**src/hdl/lta_pkg.sv**
```systemverilog
// Shared types, constants and sizes for the landmark track association block.
package lta_pkg;

    // Table and map sizes.
    localparam int CAND_DEPTH = 64;
    localparam int CAND_AW    = $clog2(CAND_DEPTH);
    localparam int CAND_CW    = $clog2(CAND_DEPTH + 1);
    localparam int MAP_DEPTH  = 256;
    localparam int MAP_CW     = $clog2(MAP_DEPTH + 1);

    // Field widths.
    localparam int POS_W   = 16;
    localparam int CLASS_W = 2;
    localparam int HITS_W  = 8;
    localparam int RAD_W   = 15;
    localparam int IDX_W   = 6;
    localparam int SLOT_W  = 8;

    // Shared multiplier operand and product widths.
    localparam int MUL_W  = 18;
    localparam int PROD_W = 2 * MUL_W;
    localparam int R2_W   = 2 * RAD_W;
    localparam int SQ_W   = 2 * POS_W;

    // Serial divider widths: dividend magnitude and divisor.
    localparam int DIV_W  = 26;
    localparam int DVS_W  = HITS_W + 1;
    localparam int DCNT_W = $clog2(DIV_W + 1);

    // Configuration register indexes.
    localparam int CFG_AW = 1;
    localparam int CFG_DW = RAD_W;
    localparam logic [CFG_AW-1:0] REG_MATCH_RADIUS     = 1'd0;
    localparam logic [CFG_AW-1:0] REG_CONFIRM_THRESHOLD = 1'd1;

    // Result action codes.
    typedef enum logic [1:0] {
        ACT_UPDATE    = 2'd0,
        ACT_CONFIRMED = 2'd1,
        ACT_NEW       = 2'd2,
        ACT_DROP      = 2'd3
    } t_action;

    // Sequencer states.
    typedef enum logic [3:0] {
        ST_IDLE,
        ST_R2,
        ST_SCAN,
        ST_DX,
        ST_DY,
        ST_CMP,
        ST_MX,
        ST_SX,
        ST_WX,
        ST_MY,
        ST_SY,
        ST_WY,
        ST_WRITE,
        ST_DONE
    } t_state;

    // One candidate table entry.
    typedef struct packed {
        logic [HITS_W-1:0]  hits;
        logic [CLASS_W-1:0] cls;
        logic [POS_W-1:0]   y;
        logic [POS_W-1:0]   x;
    } t_cand;

    // One result item.
    typedef struct packed {
        t_action           action;
        logic [IDX_W-1:0]  index;
        logic [POS_W-1:0]  x;
        logic [POS_W-1:0]  y;
        logic [HITS_W-1:0] count;
        logic              promoted;
        logic [SLOT_W-1:0] slot;
        logic              full;
    } t_result;

    // Divider request and response.
    typedef struct packed {
        logic             start;
        logic [DIV_W-1:0] dividend;
        logic [DVS_W-1:0] divisor;
    } t_div_req;

    typedef struct packed {
        logic             done;
        logic [POS_W-1:0] quotient;
    } t_div_rsp;

endpackage

```
**src/hdl/landmark_track_association.sv**
```systemverilog
// Top level: landmark detection to candidate table association and refinement.
//
// Input stream: one detection per request, tdata holds x and y (signed Q7.8),
// tuser holds the colour class. Output stream: one result per detection,
// tuser holds the action code, tdata the slot, refined position, count and
// promotion fields. Configuration writes (match radius, confirm threshold)
// take effect at the clock edge where the write enable is high.
// One detection is worked at a time through a single shared 18x18 multiplier
// and a serial divider. After accept the radius is squared, then every table
// entry is compared in turn (address, memory read, two squares, compare);
// a new or dropped entry and an already confirmed entry then go straight to
// the result, while a running mean update takes two products and two
// 26-step divisions before the entry is written back. The sequencer returns
// to idle, where the next request is taken, as the result is registered.
// Reset clears the entry count, the map count and the output valid flag and
// restores the default radius and threshold; table contents are not cleared,
// since only entries below the count are ever used.
// A finished result waits in the output register; the next detection is
// accepted meanwhile, and a second result waits until the first is taken.
module landmark_track_association (
    input  logic                       i_clk,
    input  logic                       i_rst_n,
    // Detections.
    input  logic                       i_s_tvalid,
    output logic                       o_s_tready,
    input  logic [31:0]                i_s_tdata,   // det_x[15:0], det_y[31:16]
    input  logic [1:0]                 i_s_tuser,   // det_class[1:0]
    // Results.
    output logic                       o_m_tvalid,
    input  logic                       i_m_tready,
    output logic [55:0]                o_m_tdata,   // entry_index[5:0], entry_x[21:6],
                                                    // entry_y[37:22], entry_count[45:38],
                                                    // promoted[46], map_slot[54:47],
                                                    // map_full[55]
    output logic [1:0]                 o_m_tuser,   // action[1:0]
    // Configuration.
    input  logic                       i_cfg_we,
    input  logic [lta_pkg::CFG_AW-1:0] i_cfg_addr,
    input  logic [lta_pkg::CFG_DW-1:0] i_cfg_wdata
);
    import lta_pkg::*;

    // Registers.
    t_state              r_state, n_state;
    logic [POS_W-1:0]    r_det_x, n_det_x;
    logic [POS_W-1:0]    r_det_y, n_det_y;
    logic [CLASS_W-1:0]  r_det_class, n_det_class;
    logic [R2_W-1:0]     r_r2, n_r2;
    logic [CAND_CW-1:0]  r_idx, n_idx;
    logic [PROD_W-1:0]   r_prod, n_prod;
    logic [SQ_W-1:0]     r_acc, n_acc;
    logic [POS_W-1:0]    r_new_x, n_new_x;
    logic [POS_W-1:0]    r_new_y, n_new_y;
    logic [CAND_CW-1:0]  r_cand_used, n_cand_used;
    logic [MAP_CW-1:0]   r_map_used, n_map_used;
    logic [RAD_W-1:0]    r_radius;
    logic [HITS_W-1:0]   r_thr;
    t_result             r_res, n_res;
    t_result             r_out, n_out;
    logic                r_out_valid, n_out_valid;

    // Candidate table.
    t_cand               mem [CAND_DEPTH];
    t_cand               r_rd;
    logic                mem_we;
    logic [CAND_AW-1:0]  mem_waddr;
    t_cand               mem_wdata;

    // Shared multiplier.
    logic signed [MUL_W-1:0]  mul_a, mul_b;
    logic signed [PROD_W-1:0] prod;

    // Divider.
    t_div_req            div_req;
    t_div_rsp            div_rsp;

    logic [SQ_W:0]       dist2;
    logic [HITS_W-1:0]   hits_inc;

    lta_div u_div (
        .i_clk   (i_clk),
        .i_rst_n (i_rst_n),
        .i_req   (div_req),
        .o_rsp   (div_rsp)
    );

    // Multiplier operand selection by state.
    always_comb begin
        mul_a = '0;
        mul_b = '0;
        case (r_state)
            ST_R2: begin
                mul_a = MUL_W'(r_radius);
                mul_b = MUL_W'(r_radius);
            end
            ST_DX: begin
                mul_a = {{2{r_det_x[POS_W-1]}}, r_det_x} - {{2{r_rd.x[POS_W-1]}}, r_rd.x};
                mul_b = mul_a;
            end
            ST_DY: begin
                mul_a = {{2{r_det_y[POS_W-1]}}, r_det_y} - {{2{r_rd.y[POS_W-1]}}, r_rd.y};
                mul_b = mul_a;
            end
            ST_MX: begin
                mul_a = {{2{r_rd.x[POS_W-1]}}, r_rd.x};
                mul_b = MUL_W'(r_rd.hits);
            end
            ST_MY: begin
                mul_a = {{2{r_rd.y[POS_W-1]}}, r_rd.y};
                mul_b = MUL_W'(r_rd.hits);
            end
            default: begin
                mul_a = '0;
                mul_b = '0;
            end
        endcase
        prod = mul_a * mul_b;
    end

    // Squared distance of the current entry against the squared radius.
    assign dist2    = {1'b0, r_acc} + {1'b0, r_prod[SQ_W-1:0]};
    assign hits_inc = r_rd.hits + HITS_W'(1);

    // Sequencer: next state, datapath updates, table writes and divider requests.
    always_comb begin
        n_state     = r_state;
        n_det_x     = r_det_x;
        n_det_y     = r_det_y;
        n_det_class = r_det_class;
        n_r2        = r_r2;
        n_idx       = r_idx;
        n_prod      = r_prod;
        n_acc       = r_acc;
        n_new_x     = r_new_x;
        n_new_y     = r_new_y;
        n_cand_used = r_cand_used;
        n_map_used  = r_map_used;
        n_res       = r_res;
        n_out       = r_out;
        n_out_valid = r_out_valid && !i_m_tready;
        mem_we      = 1'b0;
        mem_waddr   = r_idx[CAND_AW-1:0];
        mem_wdata   = '0;
        div_req     = '0;
        o_s_tready  = 1'b0;

        case (r_state)
            ST_IDLE: begin
                o_s_tready = 1'b1;
                if (i_s_tvalid) begin
                    n_det_x     = i_s_tdata[15:0];
                    n_det_y     = i_s_tdata[31:16];
                    n_det_class = i_s_tuser[1:0];
                    n_state     = ST_R2;
                end
            end
            ST_R2: begin
                n_r2    = prod[R2_W-1:0];
                n_idx   = '0;
                n_state = ST_SCAN;
            end
            ST_SCAN: begin
                // End of the used entries: open a new entry or drop.
                if (r_idx == r_cand_used) begin
                    n_res = '0;
                    if (r_cand_used < CAND_CW'(CAND_DEPTH)) begin
                        mem_we        = 1'b1;
                        mem_waddr     = r_cand_used[CAND_AW-1:0];
                        mem_wdata.x   = r_det_x;
                        mem_wdata.y   = r_det_y;
                        mem_wdata.cls = r_det_class;
                        mem_wdata.hits = HITS_W'(1);
                        n_cand_used   = r_cand_used + CAND_CW'(1);
                        n_res.action  = ACT_NEW;
                        n_res.index   = IDX_W'(r_cand_used);
                        n_res.x       = r_det_x;
                        n_res.y       = r_det_y;
                        n_res.count   = HITS_W'(1);
                    end else begin
                        n_res.action  = ACT_DROP;
                    end
                    n_state = ST_DONE;
                end else begin
                    n_state = ST_DX;
                end
            end
            ST_DX: begin
                n_prod  = prod;
                n_state = ST_DY;
            end
            ST_DY: begin
                n_acc   = r_prod[SQ_W-1:0];
                n_prod  = prod;
                n_state = ST_CMP;
            end
            ST_CMP: begin
                if (dist2 < (SQ_W+1)'(r_r2)) begin
                    if (r_rd.hits < r_thr) begin
                        n_state = ST_MX;
                    end else begin
                        n_res        = '0;
                        n_res.action = ACT_CONFIRMED;
                        n_res.index  = IDX_W'(r_idx);
                        n_res.x      = r_rd.x;
                        n_res.y      = r_rd.y;
                        n_res.count  = r_rd.hits;
                        n_state      = ST_DONE;
                    end
                end else begin
                    n_idx   = r_idx + CAND_CW'(1);
                    n_state = ST_SCAN;
                end
            end
            ST_MX: begin
                n_prod  = prod;
                n_state = ST_SX;
            end
            ST_SX: begin
                div_req.start    = 1'b1;
                div_req.dividend = r_prod[DIV_W-1:0]
                                 + {{(DIV_W-POS_W){r_det_x[POS_W-1]}}, r_det_x};
                div_req.divisor  = {1'b0, r_rd.hits} + DVS_W'(1);
                n_state          = ST_WX;
            end
            ST_WX: begin
                if (div_rsp.done) begin
                    n_new_x = div_rsp.quotient;
                    n_state = ST_MY;
                end
            end
            ST_MY: begin
                n_prod  = prod;
                n_state = ST_SY;
            end
            ST_SY: begin
                div_req.start    = 1'b1;
                div_req.dividend = r_prod[DIV_W-1:0]
                                 + {{(DIV_W-POS_W){r_det_y[POS_W-1]}}, r_det_y};
                div_req.divisor  = {1'b0, r_rd.hits} + DVS_W'(1);
                n_state          = ST_WY;
            end
            ST_WY: begin
                if (div_rsp.done) begin
                    n_new_y = div_rsp.quotient;
                    n_state = ST_WRITE;
                end
            end
            ST_WRITE: begin
                // Store the refined entry and hand out a map slot on promotion.
                mem_we         = 1'b1;
                mem_wdata.x    = r_new_x;
                mem_wdata.y    = r_new_y;
                mem_wdata.cls  = r_rd.cls;
                mem_wdata.hits = hits_inc;
                n_res          = '0;
                n_res.action   = ACT_UPDATE;
                n_res.index    = IDX_W'(r_idx);
                n_res.x        = r_new_x;
                n_res.y        = r_new_y;
                n_res.count    = hits_inc;
                if (hits_inc == r_thr) begin
                    n_res.promoted = 1'b1;
                    if (r_map_used < MAP_CW'(MAP_DEPTH)) begin
                        n_res.slot = SLOT_W'(r_map_used);
                        n_map_used = r_map_used + MAP_CW'(1);
                    end else begin
                        n_res.slot = SLOT_W'(MAP_DEPTH - 1);
                        n_res.full = 1'b1;
                    end
                end
                n_state = ST_DONE;
            end
            ST_DONE: begin
                // Wait until the output register is free or being emptied.
                if (!r_out_valid || i_m_tready) begin
                    n_out       = r_res;
                    n_out_valid = 1'b1;
                    n_state     = ST_IDLE;
                end
            end
            default: begin
                n_state = ST_IDLE;
            end
        endcase
    end

    // State register.
    always_ff @(posedge i_clk) begin
        if (!i_rst_n) begin
            r_state <= ST_IDLE;
        end else begin
            r_state <= n_state;
        end
    end

    // Control registers and configuration.
    always_ff @(posedge i_clk) begin
        if (!i_rst_n) begin
            r_cand_used <= '0;
            r_map_used  <= '0;
            r_out_valid <= 1'b0;
            r_radius    <= RAD_W'(77);
            r_thr       <= HITS_W'(5);
        end else begin
            r_cand_used <= n_cand_used;
            r_map_used  <= n_map_used;
            r_out_valid <= n_out_valid;
            if (i_cfg_we) begin
                case (i_cfg_addr)
                    REG_MATCH_RADIUS:      r_radius <= i_cfg_wdata[RAD_W-1:0];
                    REG_CONFIRM_THRESHOLD: r_thr    <= i_cfg_wdata[HITS_W-1:0];
                    default: begin
                    end
                endcase
            end
        end
    end

    // Payload registers.
    always_ff @(posedge i_clk) begin
        r_det_x     <= n_det_x;
        r_det_y     <= n_det_y;
        r_det_class <= n_det_class;
        r_r2        <= n_r2;
        r_idx       <= n_idx;
        r_prod      <= n_prod;
        r_acc       <= n_acc;
        r_new_x     <= n_new_x;
        r_new_y     <= n_new_y;
        r_res       <= n_res;
        r_out       <= n_out;
    end

    // Candidate table: one write port, one registered read at the scan index.
    always_ff @(posedge i_clk) begin
        if (mem_we) begin
            mem[mem_waddr] <= mem_wdata;
        end
        r_rd <= mem[r_idx[CAND_AW-1:0]];
    end

    // Output ports.
    assign o_m_tvalid = r_out_valid;
    assign o_m_tuser  = r_out.action;
    assign o_m_tdata  = {r_out.full, r_out.slot, r_out.promoted, r_out.count,
                         r_out.y, r_out.x, r_out.index};

`ifndef SYNTHESIS
    // The entry count never passes the table depth.
    a_cand_bound: assert property (@(posedge i_clk) disable iff (!i_rst_n)
        r_cand_used <= CAND_CW'(CAND_DEPTH))
        else $error("candidate count beyond table depth");

    // The map count never passes the map depth.
    a_map_bound: assert property (@(posedge i_clk) disable iff (!i_rst_n)
        r_map_used <= MAP_CW'(MAP_DEPTH))
        else $error("map count beyond map depth");

    // The scan never runs past the used entries.
    a_scan_bound: assert property (@(posedge i_clk) disable iff (!i_rst_n)
        (r_state == ST_SCAN) |-> (r_idx <= r_cand_used))
        else $error("scan index beyond used entries");

    // Only an update can promote.
    a_promo_update: assert property (@(posedge i_clk) disable iff (!i_rst_n)
        (o_m_tvalid && o_m_tdata[46]) |-> (o_m_tuser == ACT_UPDATE))
        else $error("promotion reported without an update");

    // A full map is only reported together with a promotion.
    a_full_promo: assert property (@(posedge i_clk) disable iff (!i_rst_n)
        (o_m_tvalid && o_m_tdata[55]) |-> o_m_tdata[46])
        else $error("map full without promotion");
`endif

endmodule

```
**src/hdl/lta_div.sv**
```systemverilog
// Serial restoring divider: signed dividend, unsigned divisor, truncates toward zero.
module lta_div (
    input  logic              i_clk,
    input  logic              i_rst_n,
    input  lta_pkg::t_div_req i_req,
    output lta_pkg::t_div_rsp o_rsp
);
    import lta_pkg::*;

    logic              r_busy;
    logic              r_done;
    logic              r_neg;
    logic [DCNT_W-1:0] r_cnt;
    logic [DIV_W-1:0]  r_quo;
    logic [DVS_W-1:0]  r_rem;
    logic [DVS_W-1:0]  r_dvs;

    logic [DVS_W:0]    shifted;
    logic              fits;
    logic [DIV_W-1:0]  signed_quo;

    // One quotient bit per cycle: shift in the next dividend bit and try the subtract.
    always_comb begin
        shifted    = {r_rem, r_quo[DIV_W-1]};
        fits       = (shifted >= {1'b0, r_dvs});
        signed_quo = r_neg ? (~r_quo + DIV_W'(1)) : r_quo;
    end

    // Control state.
    always_ff @(posedge i_clk) begin
        if (!i_rst_n) begin
            r_busy <= 1'b0;
            r_done <= 1'b0;
            r_cnt  <= '0;
        end else if (i_req.start) begin
            r_busy <= 1'b1;
            r_done <= 1'b0;
            r_cnt  <= DCNT_W'(DIV_W);
        end else if (r_busy) begin
            r_cnt  <= r_cnt - DCNT_W'(1);
            r_busy <= (r_cnt != DCNT_W'(1));
            r_done <= (r_cnt == DCNT_W'(1));
        end else begin
            r_done <= 1'b0;
        end
    end

    // Datapath: the dividend magnitude shifts out as the quotient shifts in.
    always_ff @(posedge i_clk) begin
        if (i_req.start) begin
            r_neg <= i_req.dividend[DIV_W-1];
            r_quo <= i_req.dividend[DIV_W-1] ? (~i_req.dividend + DIV_W'(1))
                                             : i_req.dividend;
            r_rem <= '0;
            r_dvs <= i_req.divisor;
        end else if (r_busy) begin
            r_quo <= {r_quo[DIV_W-2:0], fits};
            r_rem <= fits ? DVS_W'(shifted - {1'b0, r_dvs}) : shifted[DVS_W-1:0];
        end
    end

    assign o_rsp.done     = r_done;
    assign o_rsp.quotient = signed_quo[POS_W-1:0];

endmodule
```
**config.mk**
```make
export PLATFORM = sky130hd
export DESIGN_NAME = landmark_track_association
export DESIGN_NICKNAME = d
export VERILOG_FILES = /design/src/hdl/lta_pkg.sv /design/src/hdl/landmark_track_association.sv /design/src/hdl/lta_div.sv
export SDC_FILE = /design/constraint.sdc
export NUM_CORES = 2
export LEC_CHECK = 0
export BUFFER_PORTS_ARGS = -buffer_cell sky130_fd_sc_hd__clkbuf_2
export CORE_ASPECT_RATIO = 0.5
export CORE_UTILIZATION = 60
export DETAILED_ROUTE_END_ITERATION = 10
export PLACE_DENSITY = 0.81
export SETUP_SLACK_MARGIN = 0.4
export SYNTH_ARGS = -nofsm -noshare
export SYNTH_HDL_FRONTEND = slang
export SYNTH_SLANG_ARGS = --single-unit
```
**constraint.sdc**
```tcl
create_clock -name i_clk -period 11.5 [get_ports i_clk]
set_input_delay 1.725 -clock i_clk [delete_from_list [all_inputs] [get_ports i_clk]]
set_output_delay 1.725 -clock i_clk [all_outputs]
set_load 0.05 [all_outputs]
```
==> Implementation_results.wiki <==
{| class="wikitable"
! Metric !! Value
|-
| Top cell family by delay on the critical path || compound AO/OA/AOI/OAI gates
|-
| R2R depth || 34
|-
| Failing checks || slew limit
|-
| Run status || finished with violations
|-
| Initial standard-cell utilization of the core || 0.605
|-
| Final critical-path share of the clock period || 0.907
|-
| Critical Path Most Common Cell || sky130_fd_sc_hd__fa_1
|-
| Total wire length || 393 mm
|-
| DRC violation count after routing || 0
|-
| Slew at the pin closest to its max-slew limit || 1.52 ns
|-
| Number of antenna violations at the first check in global routing || 53
|-
| Clock period minus worst slack || 10.43 ns
|-
| Crit path buffers/inverters || 6
|-
| Final Max Tran Viols || 1
|-
| Setup crit end kind || flop
|-
| Instance area at placement || 134000 µm²
|-
| Type of the worst min-delay path || flop to flop
|-
| Max IR drop VDD || 0.163 mV
|-
| Die Width || 660 µm
|-
| Crit path max fanout || 15
|-
| Sequential cell area fraction in the yosys report || 0.681
|-
| Cell taking the most area after synthesis || sky130_fd_sc_hd__edfxtp_1
|-
| Final Wtd Congestion || 0.930
|-
| Count of synthesis-stage warnings from yosys || 0
|-
| Post-Place Worst Slack || 1.44 ns
|-
| TritonCTS clock tree || yes
|-
| Total nets after synthesis || 7513
|-
| Quantity of I/O buffers inserted on ports || 112
|-
| Critical path type || flop to flop
|-
| Startpoint of the worst setup timing path || r_det_x[0]
|-
| Most frequent cells after synthesis || sky130_fd_sc_hd__edfxtp_1 (2877), sky130_fd_sc_hd__mux4_2 (840), sky130_fd_sc_hd__inv_1 (516), sky130_fd_sc_hd__nand2_1 (334), sky130_fd_sc_hd__nor2_1 (320)
|-
| Delay of the slowest cell on the worst path || 1.07 ns
|-
| Post-Syn Area || 130000 µm²
|-
| All-layer global routing usage || 0.363
|-
| Async set-reset flop share out of synthesis || 0
|-
| Ports placed on the boundary || 115
|-
| Number of synthesized flops with an enable pin || 2877
|-
| Worst Hold Slack || 0.418 ns
|-
| Clock Latency Late Sink || 0.95 ns
|-
| Cell depth of the worst hold path || 0
|-
| Die height || 331 µm
|-
| Required time of the critical path || 12.10 ns
|-
| Instance count on the critical path || 34
|-
| Max Root-Sink Buffers || 4
|-
| Worst reg2reg startpoint || r_det_x[0]
|-
| Final WS setup || 1.07 ns
|-
| Floorplan core area || 214000 µm²
|-
| Final-report setup violation count || 0
|-
| Via total after detailed routing || 74099
|-
| Area delta synth->final || 9.78%
|-
| # hold bufs at CTS || 0
|-
| Max transition margin || -0.0154
|-
| Post-CTS Resized || 0
|-
| Mean routed wirelength per cell || 38.5 µm
|-
| Number of violations reported at the end of detailed-routing iteration 0 || 12555
|-
| Area fraction of the dominant cell type after synthesis || 0.666
|-
| Design Area, Final || 142000 µm²
|-
| Final worst clock skew || 0.105 ns
|-
| Unrepaired setup endpoints after global routing || no
|-
| Post-Synthesis Cells || 6933
|-
| Grt ovf || 0
|-
| First-pass GRT wire length || 556 mm
|-
| Standard-cell rows || 120
|-
| H-tree levels || 4
|-
| CP Launch Type || flop
|-
| Static leakage || 0.0421 µW
|-
| Count of maximum capacitance violations || 0
|-
| Reg clk slew, reported paths || 0.07 ns
|-
| Number of post-CTS setup repair buffers || 0
|-
| CTS sink count || 2977
|-
| Setup TNS after final layout || 0 ns
|-
| Most numerous cell in the Yosys netlist || sky130_fd_sc_hd__edfxtp_1
|-
| Length of the first detailed-routing pass in iterations || 10
|-
| Net count, final || 7707
|-
| Hold Path Origin || r_res[6]
|-
| Number of global-route vias before repair || 73293
|-
| Arrival time of the worst setup path || 11.03 ns
|-
| Fmax || 95.8 MHz
|-
| Hold Violations, Final || 0
|-
| Ys flop type || sky130_fd_sc_hd__edfxtp_1
|-
| CTS root buf || sky130_fd_sc_hd__clkbuf_16
|-
| Unique masters post-synth || 89
|-
| Highest-delay cell along the critical path || sky130_fd_sc_hd__a221oi_1
|-
| Synth Area per Inst || 18.7 µm²
|-
| Layout cells sized above 1 || 0.219
|-
| Number of flip-flops and latches in the synthesized netlist || 2977
|-
| Detailed placement HPWL || 214 mm
|-
| Via/cell ratio || 7.26
|-
| Routed Antenna Nets || 0
|-
| CTS buffer count || 248
|-
| Cell types occupying the most area after synthesis || sky130_fd_sc_hd__edfxtp_1 (67%), sky130_fd_sc_hd__mux4_2 (15%), sky130_fd_sc_hd__fa_1 (4.6%)
|-
| Full die area || 218000 µm²
|-
| Maximum number of pins on one net before global-route repair || 164
|-
| Power density of the placed cells || 177 nW/µm²
|}
stage by stage:
step           total power, µW   util  instances
5_1_grt                  25800  0.664      10191
2_1_floorplan            15300      -       6933
3_5_place_dp             16500  0.627       9744
3_3_place_gp             16400  0.627       9744
4_1_cts                  25100  0.664      10190
6_report                 25200  0.664      10208
final timing paths:
| kind | end | slack [ns] |
|---|---|---|
| setup / recovery | r_prod[31] | 1.07 |
| hold / removal | o_m_tdata[52] | 0.42 |
| setup reg to reg | r_prod[31] | 1.07 |
| hold reg to reg | o_m_tdata[52] | 0.42 |
per-layer routing:
metal	global-route usage	share of wire	vias to the layer above
met2	0.557	0.46	7146
met4	0.188	0.065	50
met5	0	0.00083	-
met3	0.121	0.15	1593
li1	-	-	27654
met1	0.468	0.33	37656
cells by family (layout without fill, tap and decap cells):
logic type / count (synthesis) / in the layout / share of synthesized area
XOR/XNOR: 174 / 174 / 0.0119
other: 0 / 18 / 0
AO/OA/AOI/OAI: 632 / 632 / 0.0344
adder cells (fa/ha/maj): 525 / 525 / 0.0677
multiplexers: 866 / 866 / 0.148
buffers and inverters: 825 / 1215 / 0.0242
flip-flops: 2977 / 2977 / 0.681
AND/OR/NAND/NOR: 934 / 934 / 0.0324
flip-flops by register name, summed over array words and instances (netlist names), 7 cells and up:
register	flops
r_acc	32
r_prod	32
r_res	58
r_idx	7
u_div.r_quo	26
r_det_y	16
r_det_x	16
r_radius	15
r_new_y	16
o_m_tdata	56
mem	2560
r_rd	40
r_map_used	9
r_new_x	16
u_div.r_dvs	9
r_r2	30
r_thr	8
r_cand_used	7
u_div.r_rem	9
layout make-up:
type	count	area, µm²
sequential	2977	88400
fill	12508	72000
tap	2867	3590
clock inverter	127	1220
inverter	518	1940
clock buffer	319	6680
timing repair buffer	251	1690
antenna	18	45.0
multi-input combinational	3131	38900
where the power goes:
group / total (µW) / internal [µW] / leakage [µW] / switching (µW)
combinational: 4300 / 1670 / 0.0157 / 2630
clock: 8790 / 4590 / 0.00385 / 4190
sequential: 12200 / 11900 / 0.0225 / 211
cells in the final DEF, fill, tap and decap left out, types with 18 or more instances in the layout:
| master | synthesis | layout |
|---|---|---|
| sky130_fd_sc_hd__a211oi_1 | 24 | 22 |
| sky130_fd_sc_hd__a21boi_0 | 29 | 29 |
| sky130_fd_sc_hd__a21o_1 | 67 | 67 |
| sky130_fd_sc_hd__a21oi_1 | 125 | 125 |
| sky130_fd_sc_hd__a221o_1 | 20 | 20 |
| sky130_fd_sc_hd__a222oi_1 | 33 | 33 |
| sky130_fd_sc_hd__a22o_2 | 0 | 32 |
| sky130_fd_sc_hd__and2_1 | 32 | 31 |
| sky130_fd_sc_hd__and3_1 | 22 | 21 |
| sky130_fd_sc_hd__buf_4 | 0 | 132 |
| sky130_fd_sc_hd__bufinv_16 | 0 | 22 |
| sky130_fd_sc_hd__clkbuf_1 | 252 | 55 |
| sky130_fd_sc_hd__clkbuf_16 | 0 | 253 |
| sky130_fd_sc_hd__clkbuf_2 | 0 | 112 |
| sky130_fd_sc_hd__clkinv_1 | 2 | 44 |
| sky130_fd_sc_hd__clkinv_2 | 0 | 41 |
| sky130_fd_sc_hd__dfxtp_1 | 100 | 100 |
| sky130_fd_sc_hd__diode_2 | 0 | 18 |
| sky130_fd_sc_hd__edfxtp_1 | 2877 | 2877 |
| sky130_fd_sc_hd__fa_1 | 295 | 295 |
| sky130_fd_sc_hd__ha_1 | 230 | 230 |
| sky130_fd_sc_hd__inv_1 | 516 | 516 |
| sky130_fd_sc_hd__mux4_2 | 840 | 840 |
| sky130_fd_sc_hd__nand2_1 | 334 | 334 |
| sky130_fd_sc_hd__nand2b_1 | 46 | 46 |
| sky130_fd_sc_hd__nand3_1 | 29 | 29 |
| sky130_fd_sc_hd__nand4_1 | 25 | 25 |
| sky130_fd_sc_hd__nor2_1 | 320 | 250 |
| sky130_fd_sc_hd__nor2_4 | 0 | 69 |
| sky130_fd_sc_hd__nor2b_1 | 30 | 28 |
| sky130_fd_sc_hd__nor3_1 | 26 | 23 |
| sky130_fd_sc_hd__o21a_1 | 32 | 32 |
| sky130_fd_sc_hd__o21ai_0 | 111 | 111 |
| sky130_fd_sc_hd__o31ai_1 | 20 | 19 |
| sky130_fd_sc_hd__xnor2_1 | 119 | 119 |
| sky130_fd_sc_hd__xor2_1 | 53 | 53 |
Power figures use the tool's default switching activity.
